<file path="src/design/apm_pkg.sv">
// package for the automaton pattern matcher
// widths, configuration register codes and shared types; no dependencies

package apm_pkg;

  localparam int MAX_PATTERN = 8;
  localparam int SYM_W       = 8;
  localparam int STATE_W     = $clog2(MAX_PATTERN + 1);
  localparam int LEN_W       = 4;
  localparam int INDEX_W     = 32;
  localparam int CFG_DATA_W  = 64;
  localparam int CFG_IDX_W   = 1;

  typedef enum logic [CFG_IDX_W-1:0] {
    REG_PATTERN_CHARS  = 1'b0,
    REG_PATTERN_LENGTH = 1'b1
  } cfg_reg_t;

  typedef logic [MAX_PATTERN-1:0][SYM_W-1:0] pattern_t;
  typedef logic [STATE_W-1:0] state_t;
  typedef logic [LEN_W-1:0] len_t;
  typedef logic [INDEX_W-1:0] index_t;

endpackage

</file>
<file path="src/design/apm_text_if.sv">
// text byte channel of the pattern matcher
// depends on apm_pkg

interface apm_text_if;
  import apm_pkg::*;

  logic                valid;
  logic                ready;
  logic [SYM_W-1:0]    symbol;
  logic                first_of_text;
  logic                last_of_text;

  modport source (output valid, symbol, first_of_text, last_of_text, input ready);
  modport sink (input valid, symbol, first_of_text, last_of_text, output ready);
endinterface

</file>
<file path="src/design/apm_result_if.sv">
// result channel of the pattern matcher
// depends on apm_pkg

interface apm_result_if;
  import apm_pkg::*;

  logic         valid;
  logic         ready;
  logic         found;
  index_t       match_start;
  logic         not_found;

  modport source (output valid, found, match_start, not_found, input ready);
  modport sink (input valid, found, match_start, not_found, output ready);
endinterface

</file>
<file path="src/design/apm_cfg_if.sv">
// configuration write channel of the pattern matcher
// depends on apm_pkg

interface apm_cfg_if;
  import apm_pkg::*;

  logic                  valid;
  logic                  ready;
  logic [CFG_IDX_W-1:0]  index;
  logic [CFG_DATA_W-1:0] data;

  modport source (output valid, index, data, input ready);
  modport sink (input valid, index, data, output ready);
endinterface

</file>
<file path="src/design/apm_next_state.sv">
// next match state of the string-matching automaton, by parallel prefix compare
// depends on apm_pkg

module apm_next_state
  import apm_pkg::*;
(
  input  pattern_t         pattern,
  input  len_t             len,
  input  state_t           state,
  input  logic [SYM_W-1:0] symbol,
  output state_t           state_next
);

  logic [MAX_PATTERN:1] border [0:MAX_PATTERN];
  logic [MAX_PATTERN:1] row;
  logic [MAX_PATTERN:1] hit;

  // border[q][k]: prefix of length k-1 equals pattern bytes q+1-k .. q-1
  always_comb begin
    for (int q = 0; q <= MAX_PATTERN; q++) begin
      for (int k = 1; k <= MAX_PATTERN; k++) begin
        border[q][k] = (k <= q + 1);
        for (int j = 0; j < MAX_PATTERN - 1; j++) begin
          if (k <= q + 1 && j < k - 1) begin
            if (pattern[j] != pattern[q + 1 - k + j]) begin
              border[q][k] = 1'b0;
            end
          end
        end
      end
    end
  end

  always_comb begin
    row = border[state];
    state_next = '0;
    for (int k = 1; k <= MAX_PATTERN; k++) begin
      hit[k] = row[k] && (pattern[k-1] == symbol) && (LEN_W'(k) <= len);
      if (hit[k]) begin
        state_next = STATE_W'(k);
      end
    end
  end

endmodule

</file>
<file path="src/design/automaton_pattern_matcher_top.sv">
// Streaming string matcher: takes one text byte per cycle and sustains that rate
// under no stall; each byte gives one result beat, via the input register and
// then the result register; the match-state loop through the prefix comparator
// sets the rate. The user must write the pattern (up to 8 bytes) and its length
// via the cfg channel only while no bytes are in flight; the block does not check.
// depends on apm_pkg, apm_text_if, apm_result_if, apm_cfg_if, apm_next_state

module automaton_pattern_matcher_top
  import apm_pkg::*;
(
  input  logic      clk,
  input  logic      rst,
  apm_text_if.sink  text,
  apm_result_if.source result,
  apm_cfg_if.sink   cfg
);

  pattern_t         pattern_chars;
  len_t             pattern_length;

  logic             s1_valid;
  logic [SYM_W-1:0] s1_symbol;
  logic             s1_first;
  logic             s1_last;

  state_t           match_state;
  index_t           text_index;
  logic             already_matched;

  logic             out_valid;
  logic             out_found;
  index_t           out_start;
  logic             out_not_found;

  logic             advance;
  len_t             len_eff;
  state_t           q_cur;
  state_t           q_clamp;
  state_t           match_state_next;
  index_t           pos;
  logic             already_cur;
  logic             found_next;
  logic             already_matched_next;
  index_t           start_next;
  index_t           text_index_next;

  assign cfg.ready = 1'b1;

  always_ff @(posedge clk) begin
    if (rst) begin
      pattern_chars  <= '0;
      pattern_length <= LEN_W'(1);
    end else if (cfg.valid) begin
      case (cfg_reg_t'(cfg.index))
        REG_PATTERN_CHARS:  pattern_chars  <= cfg.data;
        REG_PATTERN_LENGTH: pattern_length <= cfg.data[LEN_W-1:0];
        default: ;
      endcase
    end
  end

  assign advance    = s1_valid && (!out_valid || result.ready);
  assign text.ready = !s1_valid || advance;

  always_ff @(posedge clk) begin
    if (rst) begin
      s1_valid <= 1'b0;
    end else if (text.ready) begin
      s1_valid <= text.valid;
    end
  end

  always_ff @(posedge clk) begin
    if (text.valid && text.ready) begin
      s1_symbol <= text.symbol;
      s1_first  <= text.first_of_text;
      s1_last   <= text.last_of_text;
    end
  end

  always_comb begin
    if (pattern_length == '0) begin
      len_eff = LEN_W'(1);
    end else if (pattern_length > LEN_W'(MAX_PATTERN)) begin
      len_eff = LEN_W'(MAX_PATTERN);
    end else begin
      len_eff = pattern_length;
    end
    q_cur       = s1_first ? '0 : match_state;
    pos         = s1_first ? '0 : text_index;
    already_cur = s1_first ? 1'b0 : already_matched;
    q_clamp     = (STATE_W'(q_cur) > STATE_W'(len_eff)) ? STATE_W'(len_eff) : q_cur;
  end

  apm_next_state u_next_state (
    .pattern    (pattern_chars),
    .len        (len_eff),
    .state      (q_clamp),
    .symbol     (s1_symbol),
    .state_next (match_state_next)
  );

  always_comb begin
    found_next           = (STATE_W'(len_eff) == match_state_next) && !already_cur;
    already_matched_next = already_cur || found_next;
    start_next           = found_next ? (pos - INDEX_W'(len_eff) + INDEX_W'(1)) : '0;
    text_index_next      = (pos == '1) ? pos : pos + INDEX_W'(1);
  end

  always_ff @(posedge clk) begin
    if (rst) begin
      match_state     <= '0;
      text_index      <= '0;
      already_matched <= 1'b0;
      out_valid       <= 1'b0;
    end else begin
      if (advance) begin
        match_state     <= match_state_next;
        text_index      <= text_index_next;
        already_matched <= already_matched_next;
        out_valid       <= 1'b1;
      end else if (result.ready) begin
        out_valid <= 1'b0;
      end
    end
  end

  always_ff @(posedge clk) begin
    if (advance) begin
      out_found     <= found_next;
      out_start     <= start_next;
      out_not_found <= s1_last && !already_matched_next;
    end
  end

  assign result.valid       = out_valid;
  assign result.found       = out_found;
  assign result.match_start = out_start;
  assign result.not_found   = out_not_found;

endmodule

</file>
<file path="src/flat_wrapper.sv">
// flat-port wrapper written by rule: the top's interface ports become plain ports
module automaton_pattern_matcher_top_flat import apm_pkg::*;
  (clk, rst, text_valid, text_symbol, text_first_of_text, text_last_of_text, text_ready, result_valid, result_found, result_match_start, result_not_found, result_ready, cfg_valid, cfg_index, cfg_data, cfg_ready);
  apm_text_if text_i ();
  apm_result_if result_i ();
  apm_cfg_if cfg_i ();
  input  logic clk;
  input  logic rst;
  input wire logic [$bits(text_i.valid)-1:0] text_valid;
  input wire logic [$bits(text_i.symbol)-1:0] text_symbol;
  input wire logic [$bits(text_i.first_of_text)-1:0] text_first_of_text;
  input wire logic [$bits(text_i.last_of_text)-1:0] text_last_of_text;
  output wire logic [$bits(text_i.ready)-1:0] text_ready;
  output wire logic [$bits(result_i.valid)-1:0] result_valid;
  output wire logic [$bits(result_i.found)-1:0] result_found;
  output wire logic [$bits(result_i.match_start)-1:0] result_match_start;
  output wire logic [$bits(result_i.not_found)-1:0] result_not_found;
  input wire logic [$bits(result_i.ready)-1:0] result_ready;
  input wire logic [$bits(cfg_i.valid)-1:0] cfg_valid;
  input wire logic [$bits(cfg_i.index)-1:0] cfg_index;
  input wire logic [$bits(cfg_i.data)-1:0] cfg_data;
  output wire logic [$bits(cfg_i.ready)-1:0] cfg_ready;
  assign text_i.valid = text_valid;
  assign text_i.symbol = text_symbol;
  assign text_i.first_of_text = text_first_of_text;
  assign text_i.last_of_text = text_last_of_text;
  assign text_ready = text_i.ready;
  assign result_valid = result_i.valid;
  assign result_found = result_i.found;
  assign result_match_start = result_i.match_start;
  assign result_not_found = result_i.not_found;
  assign result_i.ready = result_ready;
  assign cfg_i.valid = cfg_valid;
  assign cfg_i.index = cfg_index;
  assign cfg_i.data = cfg_data;
  assign cfg_ready = cfg_i.ready;
  automaton_pattern_matcher_top u_core (.clk(clk), .rst(rst), .text(text_i), .result(result_i), .cfg(cfg_i));
endmodule
</file>
<file path="config.mk">
export PLATFORM = sky130hd
export DESIGN_NAME = automaton_pattern_matcher_top_flat
export DESIGN_NICKNAME = d
export VERILOG_FILES = /design/src/design/apm_pkg.sv /design/src/design/apm_text_if.sv /design/src/design/apm_result_if.sv /design/src/design/apm_cfg_if.sv /design/src/design/apm_next_state.sv /design/src/design/automaton_pattern_matcher_top.sv /design/src/flat_wrapper.sv
export SDC_FILE = /design/constraint.sdc
export NUM_CORES = 1
export LEC_CHECK = 0
export ABC_CLOCK_PERIOD_IN_PS = 4900
export BUFFER_PORTS_ARGS = -buffer_cell sky130_fd_sc_hd__buf_2
export CORE_MARGIN = 1.5
export CORE_UTILIZATION = 45
export DETAILED_ROUTE_END_ITERATION = 8
export GPL_TIMING_DRIVEN = 0
export PLACE_DENSITY_LB_ADDON = 0.1
export SETUP_SLACK_MARGIN = 0.02
export SLEW_MARGIN = 15
export SYNTH_ARGS = -nofsm -noshare
export SYNTH_HDL_FRONTEND = slang
export SYNTH_SLANG_ARGS = --single-unit
</file>
<file path="constraint.sdc">
create_clock -name clk -period 4.9 [get_ports clk]
set_input_delay 0.245 -clock clk [delete_from_list [all_inputs] [get_ports clk]]
set_output_delay 0.245 -clock clk [all_outputs]
set_load 0.05 [all_outputs]
</file>
# Yosys cells after proc, flatten, opt, wreduce, memory -nomap -nowiden
# Index checks and enable logic that the tools add are counted.
[totals]
romBits = 0
memories = 0
ramBits = 0
out_inout_bits = 37
elab_cells = 153
inputBits = 80
register_bits = 151
latch_bits = 0
[op_classes]
reduce_logical = 31
magnitude_cmp = 11
eq_ne = 38
n_div = 0
addsub = 3
bitwise = 2
muxes = 48
multipliers = 0
shifts = 0
[ops]
columns = ["op", "count"]
rows = [
  ["$ne A8 B8 Y1", 28],
  ["$add A32 B1 Y32 const B", 2],
  ["$eq A8 B8 Y1", 8],
  ["$mux W32", 2],
  ["$mux W4", 11],
  ["$bmux W8 S4", 1],
  ["$eq A32 B32 Y1 const B", 1],
  ["$mux W1", 32],
  ["$sub A32 B4 Y32", 1],
  ["$logic_and A1 B1 Y1", 20],
  ["$le A3 B4 Y1 const A", 4],
  ["$mux W8", 2],
  ["$le A2 B4 Y1 const A", 2],
  ["$ge A5 B5 Y1 const B", 1],
  ["$not A4 Y5", 1],
  ["$eq A4 B4 Y1", 1],
  ["$gt A4 B4 Y1", 1],
  ["$gt A4 B4 Y1 const B", 1],
  ["$le A1 B4 Y1 const A", 1],
  ["$le A4 B4 Y1 const A", 1],
  ["$logic_not A1 Y1", 4],
  ["$logic_not A4 Y1", 1],
  ["$reduce_and A2 Y1", 2],
  ["$logic_or A1 B1 Y1", 3],
  ["other kinds (2)", 2],
]

# Logic depth before layout (Yosys ltp)
# Gate-level depths: netlist of run 1.
[logic_depth]
ltp_word = 26
depth_mapped = 20
depth_no_buf = 19

# Hierarchy
# Synthesis of run 1 repeated with hierarchy kept, for this count alone.
[hier_totals]
hier_cells = 1528
area_unflattened_um2 = 12451.9
[by_module_without_submodules]
columns = ["module", "seq_area_each_um2", "cells_per_inst", "n_inst", "area_per_inst_um2"]
rows = [
  ["automaton_pattern_matcher_top", 3463.3, 981, 1, 8296.7],
  ["apm_next_state", 0.0, 547, 1, 4155.2],
]

# Worst setup path after synthesis of run 1
# Ideal clock, no wire load.
[synth_timing]
kind = "register to register"
startpoint = "register u_core.pattern_length[3]"
endpoint = "register u_core.out_start[22], in the netlist u_core.result.match_start[22], data pin"
t_arrival_ns = 3.888
n_path_buf = 2
setup_slack_ns = 0.755
setup_ns = 0.257
stages_incl_launch_ff = 17
required_ns = 4.643
period_less_slack_ns = 4.145
cell_sequence = "dfxtp_1 -> buf_2 -> inv_2 -> nand2_1 -> ha_1 -> nor2b_4 -> o31ai_4 -> a31oi_1 -> a211o_1 -> or3_1 -> o32a_1 -> a2111oi_0 -> a211oi_1 -> or2_2 -> o2111ai_2 -> buf_2 -> nor2_1"
[synth_between]
elab_chain_len = 21
elab_cells_between_ends = 46
classes_between = "2 x add/sub; 10 x order compare; 1 x eq/ne; 14 x mux; 1 x bitwise; 18 x reduce/logical"
[synth_rtl]
columns = ["item", "line", "source"]
rows = [
  ["start: declaration", "automaton_pattern_matcher_top.sv:19", "len_t pattern_length;"],
  ["start signal: assignment", "automaton_pattern_matcher_top.sv:56", "REG_PATTERN_LENGTH: pattern_length <= cfg.data[LEN_W-1:0];"],
  ["$gt A4 B4 Y1", "automaton_pattern_matcher_top.sv:84", "end else if (pattern_length > LEN_W'(MAX_PATTERN)) begin"],
  ["$mux W4", "automaton_pattern_matcher_top.sv:84", ""],
  ["$mux W4 *", "automaton_pattern_matcher_top.sv:82", "if (pattern_length == '0) begin"],
  ["$gt A4 B4 Y1", "automaton_pattern_matcher_top.sv:92", "q_clamp = (STATE_W'(q_cur) > STATE_W'(len_eff)) ? STATE_W'(len_eff) : q_cur;"],
  ["$mux W4", "automaton_pattern_matcher_top.sv:92", ""],
  ["$not A4 Y5 (implied by the code)", "apm_next_state.sv:35", "row = border[state];"],
  ["$bmux W8 S4", "apm_next_state.sv:35", ""],
  ["$mux W8 (implied by the code) (2 in series)", "apm_next_state.sv:35", ""],
  ["$logic_and A1 B1 Y1 (2 in series)", "apm_next_state.sv:38", "hit[k] = row[k] && (pattern[k-1] == symbol) && (LEN_W'(k) <= len);"],
  ["$mux W1", "apm_next_state.sv:39", "if (hit[k]) begin"],
  ["$mux W4 (7 in series)", "apm_next_state.sv:39", ""],
  ["$eq A4 B4 Y1", "automaton_pattern_matcher_top.sv:104", "found_next = (STATE_W'(len_eff) == match_state_next) && !already_cur;"],
  ["$logic_and A1 B1 Y1", "automaton_pattern_matcher_top.sv:104", ""],
  ["end signal: assignment", "automaton_pattern_matcher_top.sv:131", "out_start <= start_next;"],
  ["end: declaration", "automaton_pattern_matcher_top.sv:32", "index_t out_start;"],
]
# Mark *: on every way between the ends. The rest lies on a longest branch, timed or not. The select of a mux whose other input is x is not followed.
# A chain may end at the register's enable or synchronous reset.

# Final worst setup path of run 1
[layout_timing]
startpoint = "register u_core.pattern_length[3]"
endpoint = "register u_core.out_start[29], in the netlist u_core.result.match_start[29], data pin"
# The elaborated chain is that of the path after synthesis.

==> results of run 1 <==
kinds of logic (layout without fill, tap and decap cells):
group	count (synthesis)	in the layout
DFF	151	151
muxes	5	5
other	1	1
adders and majority gates	67	67
xor gates and xnor gates	339	339
buffers and inverters	170	331
and+or+nand+nor	534	534
AOI/OAI and AO/OA	214	214
critical path: stages (launching register included):
cell       delay [ps]
dfxtp_1           300
clkbuf_4          210
inv_6             140
nand2_2           120
ha_1              340
nor2b_4           140
o31ai_4           440
a31oi_4           160
a211o_1           340
or3_4             360
or4_4             540
a2111oi_4         460
o22ai_2           150
a21oi_2           190
o2111ai_4         270
buf_6             220
nor3b_1           200
power groups by stage:
stage / sequential [mW] / combinational (mW) / clock [mW]
2_1_floorplan: 1.40 / 0.484 / 0
3_3_place_gp: 1.37 / 0.716 / 0
3_5_place_dp: 1.37 / 0.727 / 0
4_1_cts: 1.34 / 0.739 / 1.36
5_1_grt: 1.34 / 0.813 / 1.40
6_report: 1.34 / 0.755 / 1.34
final timing paths:
check                                 from                             to  cells past startpoint
setup reg to reg  u_core.pattern_length[3]  u_core.result.match_start[29]                     16
setup / recovery  u_core.pattern_length[3]  u_core.result.match_start[29]                     16
hold reg to reg     u_core.already_matched         u_core.already_matched                      2
hold / removal          text_first_of_text                u_core.s1_first                      1
Yosys cell counts (all sizes together), types with 2 or more instances:
| library cell | number |
|---|---|
| o2111ai | 3 |
| and3 | 6 |
| o221ai | 2 |
| mux2i | 5 |
| and4 | 4 |
| ha | 66 |
| xor2 | 153 |
| o21ai | 17 |
| o21a | 8 |
| nor3b | 4 |
| buf | 39 |
| edfxtp | 44 |
| a21o | 19 |
| or4 | 3 |
| and2 | 5 |
| or2 | 4 |
| a211o | 3 |
| inv | 54 |
| a311oi | 4 |
| a21oi | 106 |
| dfxtp | 107 |
| o211ai | 6 |
| xnor2 | 186 |
| a2111oi | 5 |
| nand3b | 2 |
| clkbuf | 77 |
| nand2b | 38 |
| nor3 | 16 |
| o31a | 4 |
| nand4 | 53 |
| a31oi | 6 |
| a211oi | 9 |
| or3 | 4 |
| nor2 | 103 |
| o31ai | 2 |
| nand4b | 3 |
| o22ai | 3 |
| nor4 | 38 |
| nand3 | 25 |
| a22oi | 3 |
| nor2b | 14 |
| nand2 | 210 |
layer usage:
metal / track usage, % / wire length, microns
met5: 0 / 0
met4: 8.069 / 813
met3: 4.886 / 3159
met2: 40.54 / 15710
met1: 39.59 / 17780
layout make-up:
class / instances / area, sq um
Buffer: 116 / 493.0
Inverter: 54 / 207.7
Sequential cell: 151 / 3466
Fill cell: 2572 / 12300
Multi-Input combinational cell: 1160 / 7889
Timing Repair Buffer: 129 / 719.4
Tap cell: 335 / 419.2
Clock inverter: 12 / 118.9
Clock buffer: 20 / 446.7
registers in the layout (all words and copies together), names as in the netlist:
register / flops
u_core.pattern_chars: 64
u_core.result.match_start: 32
u_core.text_index: 32
u_core.s1_symbol: 8
u_core.match_state: 4
u_core.pattern_length: 4
u_core.already_matched: 1
u_core.result.found: 1
u_core.result.not_found: 1
u_core.result.valid: 1
u_core.s1_first: 1
u_core.s1_last: 1
u_core.s1_valid: 1
metrics by stage:
stage               total power, mW  instances
floorplan                     1.884       1481
global placement              2.084       1930
detailed placement            2.096       1931
CTS                           3.435       1974
global route                  3.560       1977
finish                        3.432       1977
what timing repair did:
| item | 4_1_cts | 5_1_grt |
|---|---|---|
| hold endpoints to repair | 8 | 0 |
| pin swaps | 2 | 5 |
| setup endpoints to repair | 33 | 33 |
| hold buffers | 8 | 0 |
| resized for setup | 7 | 24 |
| buffers inserted | 3 | 3 |
==> summary.md, run 1 <==
| Metric | Value |
|---|---|
| Worst min path class | `in2reg` |
| Asr flop ratio synth | `0%` |
| Die area | `27550 sq um` |
| Placed inst area | `approximately 13000 sq um` |
| Critical Path AT | `around 5000 ps` |
| Sequential share of the synthesized area | `28.97%` |
| Dpl hpwl | `27320 microns` |
| Synth top area share | `17.92%` |
| Worst Tran Pin Value | `1056 ps` |
| Mapped Area | `11950 sq um` |
| Pre-CTS WS | `-446.4 ps` |
| Final nets | `between 1.5k and 2k` |
| Max frequency | `0.2096 GHz` |
| Crit end category | `flip-flop` |
| Post-synthesis mux area share | `0.4187%` |
| Synth-to-Final Area Change | `15.10%` |
| PortBufs | `114` |
| Via count | `roughly 11k` |
| XOR/XNOR share of the synthesized area | `24.84%` |
| Die W | `166.0 microns` |
| PwrDens | `249.4 nW/um^2` |
| Total Routed Length | `37460 microns` |
| Syn avg cell area | `8.072 sq um` |
| DR vias/cell | `5.498` |
| First-pass GRT wire length | `between 50000 and 60000 microns` |
| Die Span Y | `166.0 microns` |
| Vias in the first global route | `roughly 10k` |
| CTS clock-pin slew for the worst setup and hold paths | `70 ps` |
| Yosys warns | `0` |
| Largest family of logic cells by synthesized area | `XOR/XNOR gates` |
| TritonCTS clock tree | `done` |
| LEAKAGE | `5.968 nW` |
| Synth area leader | `dfxtp_1` |
| DRT Pass-1 Iters | `7` |
| Switching Power | `1.104 mW` |
| Simple-Gate Fraction of Synth Area | `between 20% and 30%` |
| Post-route core utilization | `52.80%` |
| Synth Instances | `1481` |
| Total of max-cap violations | `0` |
| Initial drt markers | `920` |
| Pint | `2.328 mW` |
| Skew-Pair Late Insertion Delay | `450 ps` |
| Status | `finished, final reports clean` |
| Std cell rows | `59` |
| Largest net degree at the start of global routing | `32` |
| Remaining Overflow, GRT | `0` |
| Commonest non-fill, non-tap cell in the layout | `nand2_1` |
| Initial core utilization | `approximately 46%` |
| Fin area | `13760 sq um` |
| Antenna cells | `0` |
| Initial antenna violation count | `0` |
| CTS max path bufs | `2` |
| Largest cells by area after synthesis | `dfxtp_1 (18%), xnor2_1 (14%), xor2_1 (11%)` |
| Share of layout cells above drive strength 1 | `approximately 13%` |
| Reg2Reg Setup Slack | `130 ps` |
| Final period util | `between 90% and 100%` |
| WP data required | `5170 ps` |
| Wirelength per Cell | `approximately 19 microns` |
| Crit Path Max Fanout | `9` |
| Critical Path Source Type | `flip-flop` |
| # setup viols final | `0` |
| # clock sinks | `between 150 and 200` |
| Sequential Power Share | `between 30 and 40%` |
| Power share of the clock group | `38.9%` |
| Routability cong. | `0.9597` |
| PnR worst setup slack | `between 100 and 150 ps` |
| GRT Total Usage | `27.12%` |
| Total CTS buffers | `17` |
| Final hold vios | `0` |
| Comb power frac | `22.0%` |
| Worst hold slack | `1.386 ps` |
| Syn nets | `1628` |
| Maximum vdd drop | `0.0002039 V` |
| Unique masters post-synth | `approximately 70` |
| CP Class | `reg2reg` |
| Tmin final | `4770 ps` |
| DR DRC count | `0` |
| Final Slew Violations | `0` |
| # H-tree levels | `4` |
| Core footprint | `26060 sq um` |
| Switch share | `32.18%` |
| Post-synth EDFFs | `44` |
| Final ANT Viol Nets | `0` |
| #FFs+latches synth | `151` |
| Prevailing post-synth register cell | `dfxtp_1` |
| Clock Tree Root | `clkbuf_16` |
| Slew margin rel. | `29.57%` |
| Complex-gate fraction of the synthesized area | `11.64%` |
| Total Neg Setup Slack | `0 ps` |
| IO Pins | `between 100 and 150` |
| Worst Skew | `between 10 and 15 ps` |
| Most frequent cells in the layout | `nand2_1 (208), xnor2_1 (186), xor2_1 (153)` |
| Adder-Cell Fraction of Synth Area | `7.076%` |
Note: power is estimated with default switching activity, not from simulation.
==> run 2: changes to the inputs <==
- ABC_CLOCK_PERIOD_IN_PS: 4900 -> 6180
- CORE_UTILIZATION: 45 -> 55
- clock period: 4.9 -> 6.18 ns (I/O delays scaled with it)
==> summary.md, run 2 (synthesis results as in run 1) <==
| Metric | Value |
|---|---|
| Post-route core utilization | `63.46%` |
| Vias in the first global route | `10.30k` |
| Die W | `150.4 microns` |
| WP data required | `around 6400 ps` |
| Wirelength per Cell | `between 15 and 20 microns` |
| Biggest register | `u_core.pattern_chars` |
| Clock Tree Root | `clkbuf_16` |
| Routability cong. | `a little under 1` |
| Total CTS buffers | `17` |
| CTS resizes | `0` |
| Final period util | `86.90%` |
| IO Pins | `117` |
| Switching Power | `0.8033 mW` |
| Commonest non-fill, non-tap cell in the layout | `nand2_1` |
| # setup viols final | `0` |
| Pre-CTS WS | `828.9 ps` |
| Critical Path AT | `5550 ps` |
| CTS max path bufs | `2` |
| Final hold vios | `0` |
| Overall Power | `~2.6 mW` |
| PortBufs | `114` |
| Final nets | `roughly 1.8k` |
| Initial core utilization | `56.51%` |
| Share of layout cells above drive strength 1 | `11.19%` |
| Worst hold slack | `41.87 ps` |
| Worst Skew | `roughly 12 ps` |
| PwrDens | `195.9 nW/um^2` |
| Post-CTS setup buffer count | `0` |
| Comb power frac | `21.9%` |
| Final Slew Violations | `0` |
| Power share of the clock group | `between 30% and 40%` |
| Std cell rows | `53` |
| Worst min path class | `in2reg` |
| Hold-fix buffers at CTS | `0` |
| Most frequent cells in the layout | `nand2_1 (210), xnor2_1 (186), xor2_1 (153)` |
| GRT Total Usage | `31.65%` |
| Die Span Y | `150.4 microns` |
| Skew-Pair Late Insertion Delay | `~440 ps` |
| Sequential Power Share | `40.4%` |
| Critical Path Source Type | `flip-flop` |
| Dpl hpwl | `between 20000 and 30000 microns` |
| DRT Pass-1 Iters | `5` |
| Synth-to-Final Area Change | `12.30%` |
| Core footprint | `between 20000 and 25000 sq um` |
| CTS clock-pin slew for the worst setup and hold paths | `70 ps` |
| LEAKAGE | `5.869 nW` |
| Tmin final | `about 5400 ps` |
| Die area | `approximately 23000 sq um` |
| Status | `finished, final reports clean` |
| Maximum vdd drop | `0.0001750 V` |
| Fill count | `1909` |
| Initial drt markers | `701` |
| Total Routed Length | `35390 microns` |
| DR DRC count | `0` |
| RSZ-0062 raised after global routing | `false` |
| Via count | `10.80k` |
| Final ANT Viol Nets | `0` |
| Total Neg Setup Slack | `0 ps` |
| First-pass GRT wire length | `54590 microns` |
| Max FFs per register | `64` |
| TritonCTS clock tree | `done` |
| Switch share | `30.54%` |
| Max frequency | `0.1862 GHz` |
| Crit Path Max Fanout | `10` |
| Total of max-cap violations | `0` |
| PnR worst setup slack | `809.8 ps` |
| Slew margin rel. | `6.315%` |
| # clock sinks | `about 150` |
| Initial antenna violation count | `1` |
| Largest net degree at the start of global routing | `32` |
| Pint | `1.827 mW` |
| Antenna cells | `0` |
| # H-tree levels | `4` |
| Crit end category | `flip-flop` |
| Remaining Overflow, GRT | `0` |
| CP Class | `reg2reg` |
| DR vias/cell | `5.677` |
| Worst Tran Pin Value | `about 1400 ps` |
-- run 2: cell types whose count changed in the layout (fill, tap and decap cells not counted), sizes merged --
cell	before	now
dlygate4sd3	8	0
buf	159	154
inv	58	54
clkinv	2	5
clkinvlp	5	2
clkbuf	98	100
-- run 2: power groups by stage --
stage                     registers, mW  clock network (mW)  logic, mW
final                              1.06               0.990      0.577
after floorplan                    1.11                   0      0.384
after global placement             1.08                   0      0.554
after CTS                          1.06               0.993      0.568
after detailed placement           1.09                   0      0.564
after global routing               1.07                1.04      0.620
-- run 2: metrics by stage --
step	cells	instance area [sq um]
2_1_floorplan	1481	11950
3_3_place_gp	1870	12870
3_5_place_dp	1871	12890
6_report	1902	13420
4_1_cts	1902	13420
5_1_grt	1902	13420
-- run 2: final timing paths --
kind                                               start                            end  slack (ps)  depth (start not counted)
worst max-delay path            u_core.pattern_length[2]  u_core.result.match_start[22]         810                         15
worst min-delay path                      text_symbol[4]            u_core.s1_symbol[4]          40                          1
worst max register to register  u_core.pattern_length[2]  u_core.result.match_start[22]         810                         15
worst min register to register     u_core.match_state[1]          u_core.match_state[1]         480                          2
-- run 2: metal layers --
metal	up-vias	global-route usage, %	wire, microns
met5	-	0	0
met4	0	15.25	1352
met3	91	5.364	2264
met2	389	55.94	17420
met1	5078	36.98	14340
li1	5240	-	-
-- run 2: worst max-delay path, cell delays in order, from the launching register on --
cell and delay (ps):
dfxtp_1 560, nor2b_1 310, inv_1 130, ha_1 320, nand4_1 280, nor3b_1 270
a31oi_1 110, a211o_1 340, or3_1 370, o32a_1 370, a2111oi_0 590, a211oi_1 100
or2_2 360, o2111ai_2 490, buf_2 400, nor2_1 100
-- run 2: cell type report --
cell class | instances | area, sq um | share of cell area (%)
Sequential cell | 151 | 3463 | 25.80
Inverter | 54 | 202.7 | 1.510
Multi-Input combinational cell | 1160 | 7811 | 58.19
Buffer | 116 | 476.7 | 3.551
Tap cell | 275 | 344.1 | 2.563
Clock inverter | 8 | 77.57 | 0.5779
Timing Repair Buffer | 115 | 590.6 | 4.399
Clock buffer | 23 | 457.9 | 3.411
==> run 3: changes to the inputs <==
- BUFFER_PORTS_ARGS: -buffer_cell sky130_fd_sc_hd__buf_2 -> unset
- DONT_BUFFER_PORTS: unset -> 1
==> summary.md, run 3 (synthesis results as in run 1) <==
| Metric | Value |
|---|---|
| Status | `complete, but fails checks` |
| Failing checks | `negative hold slack` |
| Final hold vios | `2` |
| PnR worst setup slack | `786.4 ps` |
| DR DRC count | `0` |
| Worst Skew | `16.52 ps` |
| Clock Tree Root | `clkbuf_16` |
| Initial antenna violation count | `0` |
| CTS max path bufs | `2` |
| Met2 wire len | `between 15000 and 20000 microns` |
| Worst Tran Pin Value | `1316 ps` |
| Slew margin rel. | `11.47%` |
| Critical Path AT | `5580 ps` |
| Die W | `150.4 microns` |
| LEAKAGE | `5.545 nW` |
| # clock sinks | `151` |
| Via count | `10.52k` |
| Worst Hold End | `u_core.pattern_chars[25]` |
| Comb power frac | `19.9%` |
| Total Routed Length | `35730 microns` |
| Largest net degree at the start of global routing | `25` |
| PwrDens | `203.7 nW/um^2` |
| Reg2Reg Depth | `15` |
| Switching Power | `0.8200 mW` |
| Total CTS buffers | `17` |
| RR Endpoint | `u_core.result.match_start[24]` |
| Crit Path Max Fanout | `10` |
| Reg2Reg Setup Slack | `around 800 ps` |
| Dpl hpwl | `approximately 26000 microns` |
| RSZ-0062 raised after global routing | `false` |
| Std cell rows | `between 50 and 60` |
| Worst Hold Path Cells | `2` |
| Pre-CTS WS | `a little under 900 ps` |
| Vias in the first global route | `10.18k` |
| TritonCTS clock tree | `done` |
| Final period util | `roughly 87%` |
| CTS clock-pin slew for the worst setup and hold paths | `60 ps` |
| Maximum vdd drop | `0.0001687 V` |
| Most frequent cells in the layout | `nand2_1 (210), xnor2_1 (186), xor2_1 (153)` |
| Initial core utilization | `56.51%` |
| PortBufs | `0` |
| IO Pins | `between 100 and 150` |
| Commonest non-fill, non-tap cell in the layout | `nand2_1` |
| Initial drt markers | `770` |
| Power share of the clock group | `39.4%` |
| Die area | `22630 sq um` |
| Tmin final | `5394 ps` |
| Die Span Y | `roughly 150 microns` |
| Hold-fix buffers at CTS | `28` |
| Total Neg Setup Slack | `0 ps` |
| Critical Path Source Type | `flip-flop` |
| Final ANT Viol Nets | `0` |
| Wirelength per Cell | `19.66 microns` |
| DRT Pass-1 Iters | `5` |
| Switch share | `30.52%` |
| Biggest register | `u_core.pattern_chars` |
| Pint | `~1.9 mW` |
| # setup viols final | `0` |
| Final Slew Violations | `0` |
| Remaining Overflow, GRT | `0` |
| # H-tree levels | `4` |
| Skew-Pair Late Insertion Delay | `between 400 and 500 ps` |
| Max frequency | `0.1854 GHz` |
| CP Class | `reg2reg` |
| Post-CTS setup buffer count | `0` |
| Met1 WL | `approximately 14000 microns` |
| DR vias/cell | `5.787` |
| Worst min path class | `in2reg` |
| FF-to-FF Start | `u_core.pattern_length[2]` |
| Hold_sp | `cfg_data[25]` |
| Crit end category | `flip-flop` |
| CTS resizes | `0` |
| Worst hold slack | `-2.953 ps` |
| WP data required | `6370 ps` |
| Antenna cells | `0` |
| Routability cong. | `around 0.97` |
| Synth-to-Final Area Change | `10.32%` |
| First-pass GRT wire length | `54430 microns` |
| Core footprint | `21150 sq um` |
| Total of max-cap violations | `0` |
| Max FFs per register | `64` |
| Final nets | `roughly 1.7k` |
| GRT Total Usage | `31.71%` |
| Share of layout cells above drive strength 1 | `4.734%` |
| Max layer used | `met4` |
| Sequential Power Share | `between 40% and 50%` |
| Detail Route met3 WL | `2361 microns` |
==> run 3: changes by cell type in the layout (fill, tap and decap cells not counted), sizes merged <==
cell	change
clkinvlp	+1
buf	-114
inv	+1
dlygate4sd3	+28
clkbuf	-1
==> run 3: worst max-delay path by stage <==
stage | cells past startpoint | to | slack, ps | start
after detailed placement | 15 | u_core.result.match_start[24] | 870 | u_core.pattern_length[2]
after global placement | 15 | u_core.result.match_start[26] | 870 | u_core.pattern_length[2]
after CTS | 15 | u_core.result.match_start[24] | 830 | u_core.pattern_length[2]
after floorplan | 16 | u_core.result.match_start[22] | 2040 | u_core.pattern_length[3]
after global routing | 15 | u_core.result.match_start[28] | 560 | u_core.pattern_length[2]
final | 15 | u_core.result.match_start[24] | 790 | u_core.pattern_length[2]
==> run 3: stage by stage <==
| stage | area, sq um | util (%) | power, mW | std cells |
|---|---|---|---|---|
| floorplan | 11950 | - | 1.494 | 1481 |
| global placement | 12300 | 58.14 | 1.610 | 1756 |
| detailed placement | 12320 | 58.23 | 1.621 | 1757 |
| CTS | 13190 | 62.34 | 2.684 | 1817 |
| global route | 13190 | 62.34 | 2.783 | 1817 |
| finish | 13190 | 62.34 | 2.686 | 1817 |
==> run 3: area by class of cell <==
cell class,count,area (sq um)
fill,1927,7966
clock inverter,10,93.84
clock buffer,22,495.5
multi-input combinational,1160,7811
timing repair buffer,29,300.3
inverter,54,202.7
sequential,151,3463
tap,275,344.1
buffer,116,476.7
==> run 3: worst max-delay path: stages, from the launching register on <==
cell,delay (ps)
dfxtp_1,550
nor2b_1,340
inv_1,130
ha_1,320
nand4_1,280
nor3b_1,280
a31oi_1,110
a211o_1,350
or3_1,370
o32a_1,360
a2111oi_0,580
a211oi_1,100
or2_2,360
o2111ai_2,500
buf_2,410
nor2_1,90
==> run 3: power groups by stage <==
stage               combinational (mW)  clock (mW)  sequential (mW)
global placement                 0.496           0             1.11
floorplan                        0.384           0             1.11
global route                     0.575        1.11             1.09
CTS                              0.526        1.07             1.09
finish                           0.536        1.06             1.09
detailed placement               0.507           0             1.11
==> run 3: per-layer routing <==
layer | global-route usage, % | vias to the layer above
li1 | - | 5084
met1 | 37.17 | 4949
met2 | 56.19 | 386
met3 | 5.758 | 96
met4 | 14.07 | 0
met5 | 0 | -
